$ cat config.mk
export PLATFORM = sky130hd
export DESIGN_NAME = huffenc_front
export DESIGN_NICKNAME = d
export VERILOG_FILES = /design/src/rtl/huffenc_front.sv
export SDC_FILE = /design/constraint.sdc
export NUM_CORES = 1
export LEC_CHECK = 0
export BUFFER_PORTS_ARGS = -buffer_cell sky130_fd_sc_hd__buf_4
export CELL_PAD_IN_SITES_DETAIL_PLACEMENT = 0
export CELL_PAD_IN_SITES_GLOBAL_PLACEMENT = 1
export CORE_UTILIZATION = 42
export DETAILED_ROUTE_END_ITERATION = 6
export HOLD_SLACK_MARGIN = 0.1
export PLACE_DENSITY = 0.83
export SYNTH_ARGS = -nofsm -noshare
export SYNTH_HDL_FRONTEND = slang
export SYNTH_SLANG_ARGS = --single-unit
$ cat constraint.sdc
create_clock -name i_clk -period 3.5 [get_ports i_clk]
set_input_delay 0.175 -clock i_clk [delete_from_list [all_inputs] [get_ports i_clk]]
set_output_delay 0.175 -clock i_clk [all_outputs]
set_load 0.005 [all_outputs]
$ cat src/rtl/huffenc_front.sv
module huffenc_front #(
    parameter int SYMBOL_BITS = 7
) (
    input  logic                   i_clk,
    input  logic                   i_rst_n,
    input  logic                   i_in_valid,
    output logic                   o_in_stall,
    input  logic [SYMBOL_BITS-1:0] i_symbol,
    output logic                   o_q_valid,
    output logic [SYMBOL_BITS-1:0] o_q_symbol,
    input  logic                   i_q_pop
);
    logic [SYMBOL_BITS-1:0] r_buf [2];
    logic                   r_wp;
    logic                   r_rp;
    logic [1:0]             r_cnt;
    logic                   push;
    logic                   pop;

    assign o_in_stall = (r_cnt == 2'd2);
    assign push       = i_in_valid && !o_in_stall;
    assign pop        = i_q_pop && (r_cnt != 2'd0);
    assign o_q_valid  = (r_cnt != 2'd0);
    assign o_q_symbol = r_buf[r_rp];

    always_ff @(posedge i_clk) begin
        if (push) begin
            r_buf[r_wp] <= i_symbol;
        end
    end

    always_ff @(posedge i_clk) begin
        if (!i_rst_n) begin
            r_wp  <= 1'b0;
            r_rp  <= 1'b0;
            r_cnt <= 2'd0;
        end else begin
            if (push) begin
                r_wp <= !r_wp;
            end
            if (pop) begin
                r_rp <= !r_rp;
            end
            case ({push, pop})
                2'b10:   r_cnt <= r_cnt + 2'd1;
                2'b01:   r_cnt <= r_cnt - 2'd1;
                default: r_cnt <= r_cnt;
            endcase
        end
    end
endmodule

[Yosys cells after proc, flatten, opt, wreduce, memory -nomap -nowiden]
Memories as Yosys holds them, arrays and structs flattened. A register that Yosys moved wholly into a read port is not among the register bits.
Index checks and enable logic that the tools add are counted.
Storage, ports and cells
  RAM bits: 14
  bits of input ports: 11
  output and inout port bits: 9
  logic and storage cells: 21
  memories: 1
  register bits after elaboration: 4
Memories
  r_buf: depth 2, width 7, rd ports 1, clocked after Yosys merged registers in 1, wr ports 1, line 13  | logic [SYMBOL_BITS-1:0] r_buf [2];
Cells by class
  equal/unequal tests: 3
  $add $sub $neg: 2
  reduce and logical (&&, ||, !) cells: 7
  muxes and demuxes: 5
Operators by type and width (number)
  $eq 2x2->1 const B: 2
  $mux 1: 4
  $pmux 2 s2: 1
  $reduce_bool 2->1: 2
  $logic_not 1->1: 3
  $add 2x1->2 const B: 1
  $eq 2x1->1 const B: 1
  $logic_and 1x1->1: 2
  $sub 2x1->2 const B: 1

[Logic depth before layout (Yosys ltp)]
Gate-level depths: netlist of the first run.
  word-level depth: 5
  depth in mapped cells: 6
  gate-level depth less buffers: 6

[Least setup slack after synthesis of the first run]
No wires, ideal clock.
  path type: register -> register
  start point: register r_cnt[0]
  end point: register r_cnt[1]
  path buffers: 0
  arrival time: 1374 ps
  setup time: 70 ps
  setup slack: 2056 ps
  clock period less this slack: 1444 ps
  stages on the path, launching flop included: 6
  cell sequence: dfxtp_1 nand2b_2 nand2_1 ha_1 or3_1 a21oi_1
Between the ends
  cells in the longest elaborated chain, start to end: 5
  elaborated cells between the ends (all ways): 11
  classes of those cells: add/sub (2); eq/ne (3); mux (1); reduce/logical (5)
RTL lines
  from (decl): line 16  | logic [1:0] r_cnt;
  from (signal assigned): line 45  | 2'b10: r_cnt <= r_cnt + 2'd1;
  from (signal assigned): line 46  | 2'b01: r_cnt <= r_cnt - 2'd1;
  from (signal assigned): line 47  | default: r_cnt <= r_cnt;
  $eq 2x2->1: line 20  | assign o_in_stall = (r_cnt == 2'd2);
  $logic_not 1->1: line 21  | assign push = i_in_valid && !o_in_stall;
  $logic_and 1x1->1: line 21
  $eq 2x1->1 / $eq 2x2->1 (equally long branches): line 44  | case ({push, pop})
  $pmux 2 s2 / $reduce_bool 2->1 (equally long branches)
Parallel ways exist; a longest one is shown, timed or not.
A chain may end at the register's enable or synchronous reset.

[Final worst setup path of the first run]
Same ends and word-level chain as after synthesis.

==> flow_metrics.env, run 1 <==
export IMPL_finalHoldViolCount=0
export IMPL_clkLatencyLatePin_ps=280
export IMPL_finalCritPeriodShare=0.441
export IMPL_clock_root_buffer="clkbuf_4"
export IMPL_antenna_found_initial=0
export IMPL_met1_layer_wirelength_in_the_final_routing_um=487
export IMPL_arrival_ps=1770
export IMPL_wire_length_of_the_first_global_routing_pass_um=1660
export IMPL_coreArea_um2=1580
export IMPL_layout_drive_gt1_share=0.410
export IMPL_synth_fp_nets=61
export IMPL_synth_ff_latch_count=19
export IMPL_critical_path_max_stage_delay_ps=420
export IMPL_dr_pass1_iters=5
export IMPL_h_tree_depth=1
export IMPL_crit_path_max_fanout=5
export IMPL_synthMuxAreaShare=0.108
export IMPL_maxCapViolCount=0
export IMPL_drtAntennaViolNets=0
export IMPL_final_util=0.627
export IMPL_final_setup_skew_ps=1.58
export IMPL_power_leakage_nw=0.407
export IMPL_synthDominantAreaCellType="edfxtp_1"
export IMPL_numCtsBuffers=3
export IMPL_maximum_number_of_pins_on_one_net_before_global_route_repair=11
export IMPL_final_cell_area_um2=988
export IMPL_worst_setup_path_type="flip-flop to flip-flop"
export IMPL_synth_xor_xnor_area_share=0.0358
export IMPL_complex_gate_fraction_of_the_synthesized_area=0.0375
export IMPL_tritoncts="done"
export IMPL_postPlaceCellArea_um2=892
export IMPL_min_path_type="input pin to flip-flop"
export IMPL_synth_top_area_share=0.573
export IMPL_clkSlewWorstSetupHoldPaths_ps=90
export IMPL_vias_per_cell=4.91
export IMPL_synth_warning_count=0
export IMPL_synth_top_cells_by_area="edfxtp_1 57%, dfxtp_1 14%, mux2_2 11%"
export IMPL_synth_adder_area_share=0.0171
export IMPL_max_vdd_ir_drop_mv=0.346
export IMPL_max_clock_path_buffers=2
export IMPL_min_period_ps=1540
export IMPL_setup_viol_count_final=0
export IMPL_slew_headroom=0.778
export IMPL_setup_tns_final_ps=0
export IMPL_path_cells="nand2b_2 -> nand2_1 -> ha_1 -> or3_1 -> a21oi_1"
export IMPL_syn_mean_instance_area_um2=15.0
export IMPL_cell_family_with_the_largest_share_of_critical_path_delay="simple AND/OR/NAND/NOR gates"
export IMPL_first_global_vias=392
export IMPL_antenna_cells=0
export IMPL_totalPowerFinal_uw=645
export IMPL_dp_final_hpwl_um=750
export IMPL_number_of_buffer_cells_added_on_primary_ports=19
export IMPL_rsz0062_at_grt="no"
export IMPL_synth_seq_area_share=0.710
export IMPL_crit_path_top_delay_cell="dfxtp_1"
export IMPL_chipHeight_um=43.8
export IMPL_synth_cell_types=18
export IMPL_final_net_count=91
export IMPL_max_clock_freq_mhz=648
export IMPL_starting_density_of_the_core=0.465
export IMPL_routed_wl_um=1070
export IMPL_critical_path_n_buffers_inverters=0
export IMPL_drt_first_iter_violations=15
export IMPL_gate_count_after_technology_mapping=49
export IMPL_cellPowerDensity_nw_per_um2=653
export IMPL_violated_checks="design-rule violations"
export IMPL_syn_cell_area_um2=733
export IMPL_globalplace_congestion=0.662
export IMPL_routed_top_layer="met4"
export IMPL_grt_remaining_overflow=0
export IMPL_timing_critical_path_from_type="flip-flop"
export IMPL_rows=14
export IMPL_design_die_area_um2=1920
export IMPL_worst_slew_pin_transition_ps=333
export IMPL_critical_path_endpoint_type="flip-flop"
export IMPL_yosys_area_share_simple=0.0666
export IMPL_dr_total_vias=462
export IMPL_routedWlPerCell_um=11.4
export IMPL_post_route_worst_hold_slack_ps=179
export IMPL_detailroute_wirelength_met3_um=45
export IMPL_boundaryPins=20
export IMPL_grt_usage=0.128
export IMPL_clock_sink_count=19
export IMPL_timing_final_max_slew_violations=0
export IMPL_timing_critical_path_required_ps=3720
export IMPL_main_combinational_cell_family_by_area_after_synthesis="multiplexers"
export IMPL_layout_area_overhead_vs_synth_pct=34.8
export IMPL_run_status="complete, but fails checks"
export IMPL_post_route_drc_count=1
export IMPL_detailroute_wirelength_met2_um=530
export IMPL_dieWidth_um=43.8
export IMPL_fill_cells=130
## Yosys cell counts
cell type	count
nand2_1	1
or3_1	2
or2_2	1
clkbuf_1	1
dfxtp_1	5
o21a_1	1
a21oi_1	2
inv_1	3
o21ai_0	2
nor2_1	3
and3_1	1
inv_2	1
nand2b_2	1
xor2_1	1
mux2_2	7
edfxtp_1	14
xnor2_1	2
ha_1	1
## report_power, final
part / internal, mW / switching [mW] / leakage (nW)
registers: 0.291 / 0.0328 / 0.172
clock network: 0.0443 / 0.0599 / 0.0150
logic: 0.135 / 0.0829 / 0.220
## per-stage QoR
stage | setup WS (ps) | cells
final | 1960 | 94
after global routing | 1880 | 94
after CTS | 1950 | 94
after detailed placement | 1980 | 83
after global placement | 2010 | 83
after floorplan | 2060 | 49
## registers in the layout (all words and copies together) (netlist names), named ones only
register and cells:
r_buf 14, r_cnt 2, r_rp 1, r_wp 1
## cells by family (layout without fill, tap and decap cells)
| group | count (synthesis) | in the layout |
|---|---|---|
| AOI/OAI and AO/OA | 5 | 5 |
| xor gates and xnor gates | 3 | 3 |
| adders and majority gates | 1 | 1 |
| buffers and inverters | 5 | 34 |
| DFF | 19 | 19 |
| muxes | 7 | 7 |
| and+or+nand+nor | 9 | 9 |
## repair_timing
item	4_1_cts	5_1_grt
setup buffers	0	0
hold endpoints to repair	14	0
hold buffers	7	0
setup endpoints to repair	0	0
gates resized for setup	0	0
## layer usage
layer,vias to the layer above,track usage
met5,-,0
met4,0,0.0938
met3,2,0.0500
met2,11,0.191
met1,214,0.150
li1,235,-
## final timing paths
check            from  endpoint  slack, ps  cells after the start
max          r_cnt[0]  r_cnt[1]       1960                      5
min           i_rst_n      r_rp        180                      3
max reg2reg  r_cnt[0]  r_cnt[1]       1960                      5
min reg2reg      r_wp      r_wp        510                      2
## cell usage in the layout, fill, tap and decap left out
master	Yosys	layout
dlygate4sd3_1	0	7
buf_4	0	19
o21ai_0	2	2
nor2_1	3	3
edfxtp_1	14	14
dfxtp_1	5	5
inv_2	1	1
xnor2_1	2	2
or3_1	2	2
inv_1	3	3
a21oi_1	2	2
nand2_1	1	1
or2_2	1	1
and3_1	1	1
o21a_1	1	1
ha_1	1	1
xor2_1	1	1
mux2_2	7	7
clkbuf_4	0	3
clkbuf_1	1	1
nand2b_2	1	1
## area by class of cell
type                    count  area, um^2  share of cell area
flip-flops and latches     19         520               0.527
inverters                   4        15.0              0.0152
multi-input cells          25         194               0.196
clock buffers               4        26.3              0.0266
well taps                  16        20.0              0.0203
repair buffers             26         213               0.215
## worst min-delay path, delay by kind of cell
family | cells | cell delay [ps]
buffers and inverters | 2 | 160
and+or+nand+nor | 1 | 100
Note: power is estimated with default switching activity, not from simulation.
==> run 2, diff against run 1 <==
--- a/config.mk
+++ b/config.mk
@@ -8,10 +8,10 @@
 export BUFFER_PORTS_ARGS = -buffer_cell sky130_fd_sc_hd__buf_4
 export CELL_PAD_IN_SITES_DETAIL_PLACEMENT = 0
 export CELL_PAD_IN_SITES_GLOBAL_PLACEMENT = 1
-export CORE_UTILIZATION = 42
+export CORE_UTILIZATION = 39
 export DETAILED_ROUTE_END_ITERATION = 6
 export HOLD_SLACK_MARGIN = 0.1
-export PLACE_DENSITY = 0.83
+export PLACE_DENSITY = 0.78
 export SYNTH_ARGS = -nofsm -noshare
 export SYNTH_HDL_FRONTEND = slang
 export SYNTH_SLANG_ARGS = --single-unit
==> constraint.sdc (replaced) <==
create_clock -name i_clk -period 1.5 [get_ports i_clk]
set_input_delay 0.075 -clock i_clk [delete_from_list [all_inputs] [get_ports i_clk]]
set_output_delay 0.075 -clock i_clk [all_outputs]
set_load 0.005 [all_outputs]
==> run 2 against run 1 <==
The flow now finishes without violations. Sequential share of layout area fell by 2.4 points. Routed wire length increased by 12%. Flip-flop and latch count unchanged. Critical path depth did not move. Combinational power grew to 2.6 times the previous value. Setup slack got worse by 1900 ps. Critical path type unchanged.
==> flow_metrics.env, run 2 (synthesis gave the netlist of run 1 again) <==
export IMPL_regMostFlops="r_buf"
export IMPL_max_reg_flops=14
export IMPL_grt_usage=0.140
export IMPL_final_net_count=93
export IMPL_final_common_cell="buf_4"
export IMPL_leading_cell_types_in_the_layout_fill_and_taps_excluded="20 x buf_4, 14 x edfxtp_1, 8 x dlygate4sd3_1, 7 x mux2_2, 4 x dfxtp_1"
export IMPL_totalPowerFinal_mw=1.58
export IMPL_starting_density_of_the_core=0.420
export IMPL_reg2regPathDepth=5
export IMPL_drtAntennaViolNets=0
export IMPL_tritoncts="done"
export IMPL_final_util=0.595
export IMPL_final_setup_skew_ps=5.37
export IMPL_routedWlPerCell_um=11.5
export IMPL_numCtsBuffers=3
export IMPL_critical_path_endpoint_type="flip-flop"
export IMPL_min_period_ps=1440
export IMPL_dp_final_hpwl_um=782
export IMPL_wire_length_of_the_first_global_routing_pass_um=1810
export IMPL_boundaryPins=20
export IMPL_drt_first_iter_violations=4
export IMPL_antenna_found_initial=0
export IMPL_timing_critical_path_from_type="flip-flop"
export IMPL_first_global_vias=446
export IMPL_h_tree_depth=1
export IMPL_crit_reg2reg_capture="r_cnt[1]"
export IMPL_timing_reg2reg_setup_slack_ps=60
export IMPL_design_die_area_um2=2060
export IMPL_worst_setup_path_type="flip-flop to flip-flop"
export IMPL_power_leakage_nw=0.414
export IMPL_rows=15
export IMPL_setup_tns_final_ps=0
export IMPL_rsz0062_at_grt="no"
export IMPL_max_vdd_ir_drop_mv=0.718
export IMPL_setup_worst_path_end="r_cnt[1]"
export IMPL_post_route_worst_hold_slack_ps=159
export IMPL_clkLatencyLatePin_ps=300
export IMPL_timing_critical_path_required_ps=1750
export IMPL_globalplace_congestion=0.595
export IMPL_worst_slew_pin_transition_ps=349
export IMPL_crit_start="r_cnt[0]"
export IMPL_setup_viol_count_final=0
export IMPL_coreArea_um2=1750
export IMPL_layout_area_overhead_vs_synth_pct=41.6
export IMPL_arrival_ps=1690
export IMPL_grt_remaining_overflow=0
export IMPL_maximum_number_of_pins_on_one_net_before_global_route_repair=13
export IMPL_slew_headroom=0.767
export IMPL_layout_drive_gt1_share=0.475
export IMPL_clock_sink_count=19
export IMPL_min_path_type="input pin to flip-flop"
export IMPL_largest_registers="r_buf x14, r_cnt x2"
export IMPL_worst_r2r_startpoint="r_cnt[0]"
export IMPL_timing_final_max_slew_violations=0
export IMPL_dr_pass1_iters=3
export IMPL_dieWidth_um=45.4
export IMPL_run_status="completed"
export IMPL_finalHoldViolCount=0
export IMPL_antenna_cells=0
export IMPL_dp_slack_ps=12.5
export IMPL_chipHeight_um=45.4
export IMPL_finalCritPeriodShare=0.960
export IMPL_max_clock_path_buffers=2
export IMPL_cellPowerDensity_nw_per_um2=1520
export IMPL_number_of_buffer_cells_added_on_primary_ports=19
export IMPL_worst_path_setup_slack_after_routing_ps=60.0
export IMPL_routed_wl_um=1200
export IMPL_crit_path_max_fanout=4
export IMPL_clkSlewWorstSetupHoldPaths_ps=110
export IMPL_vias_per_cell=4.47
export IMPL_clock_root_buffer="clkbuf_4"
export IMPL_post_route_drc_count=0
export IMPL_maxCapViolCount=0
export IMPL_max_clock_freq_mhz=694
export IMPL_dr_total_vias=469
-- run 2: power breakdown --
part           internal (mW)  switching, mW  total (mW)
registers              0.681         0.0706       0.752
logic                  0.351          0.214       0.566
clock network          0.102          0.160       0.261
total                   1.13          0.445        1.58
-- run 2: worst min path at each step --
stage / from / end / slack [ps] / depth (start not counted)
detailed placement: i_symbol[5] / r_buf[1][5] / 270 / 1
CTS: i_in_valid / r_wp / 140 / 4
global route: i_in_valid / r_wp / 160 / 4
floorplan: i_symbol[0] / r_buf[0][0] / 170 / 0
global placement: i_symbol[2] / r_buf[1][2] / 260 / 1
finish: i_in_valid / r_wp / 160 / 4
-- run 2: stage by stage --
stage | instances | area [um^2]
2_1_floorplan | 49 | 733
3_3_place_gp | 93 | 911
3_5_place_dp | 93 | 911
4_1_cts | 105 | 1020
5_1_grt | 105 | 1040
6_report | 105 | 1040
-- run 2: cell type report --
class	count	area (um^2)
multi-input cells	25	210
clock inverters	1	7.51
well taps	25	31.3
clock buffers	3	22.5
flip-flops and latches	19	522
inverters	4	15.0
repair buffers	28	230
fillers	152	707
-- run 2: layer usage --
layer	wire length, um	track usage	vias to the layer above
li1	-	-	234
met1	485	0.130	219
met2	642	0.246	12
met3	43	0.0480	4
met4	31	0.109	0
met5	0	0	-
-- run 2: timing repair --
action                                 CTS  global route
hold buffers                             8             0
endpoints found under the hold margin   19             0
setup endpoints to repair                1             8
resized for setup                        1             3
buffers inserted                         0             0
-- run 2: worst max-delay path, stage by stage (launching register included) --
cell and delay (ps):
dfxtp_2 350, nand2b_2 190, nand2_1 120, ha_4 220, or3_1 380, a21oi_2 130
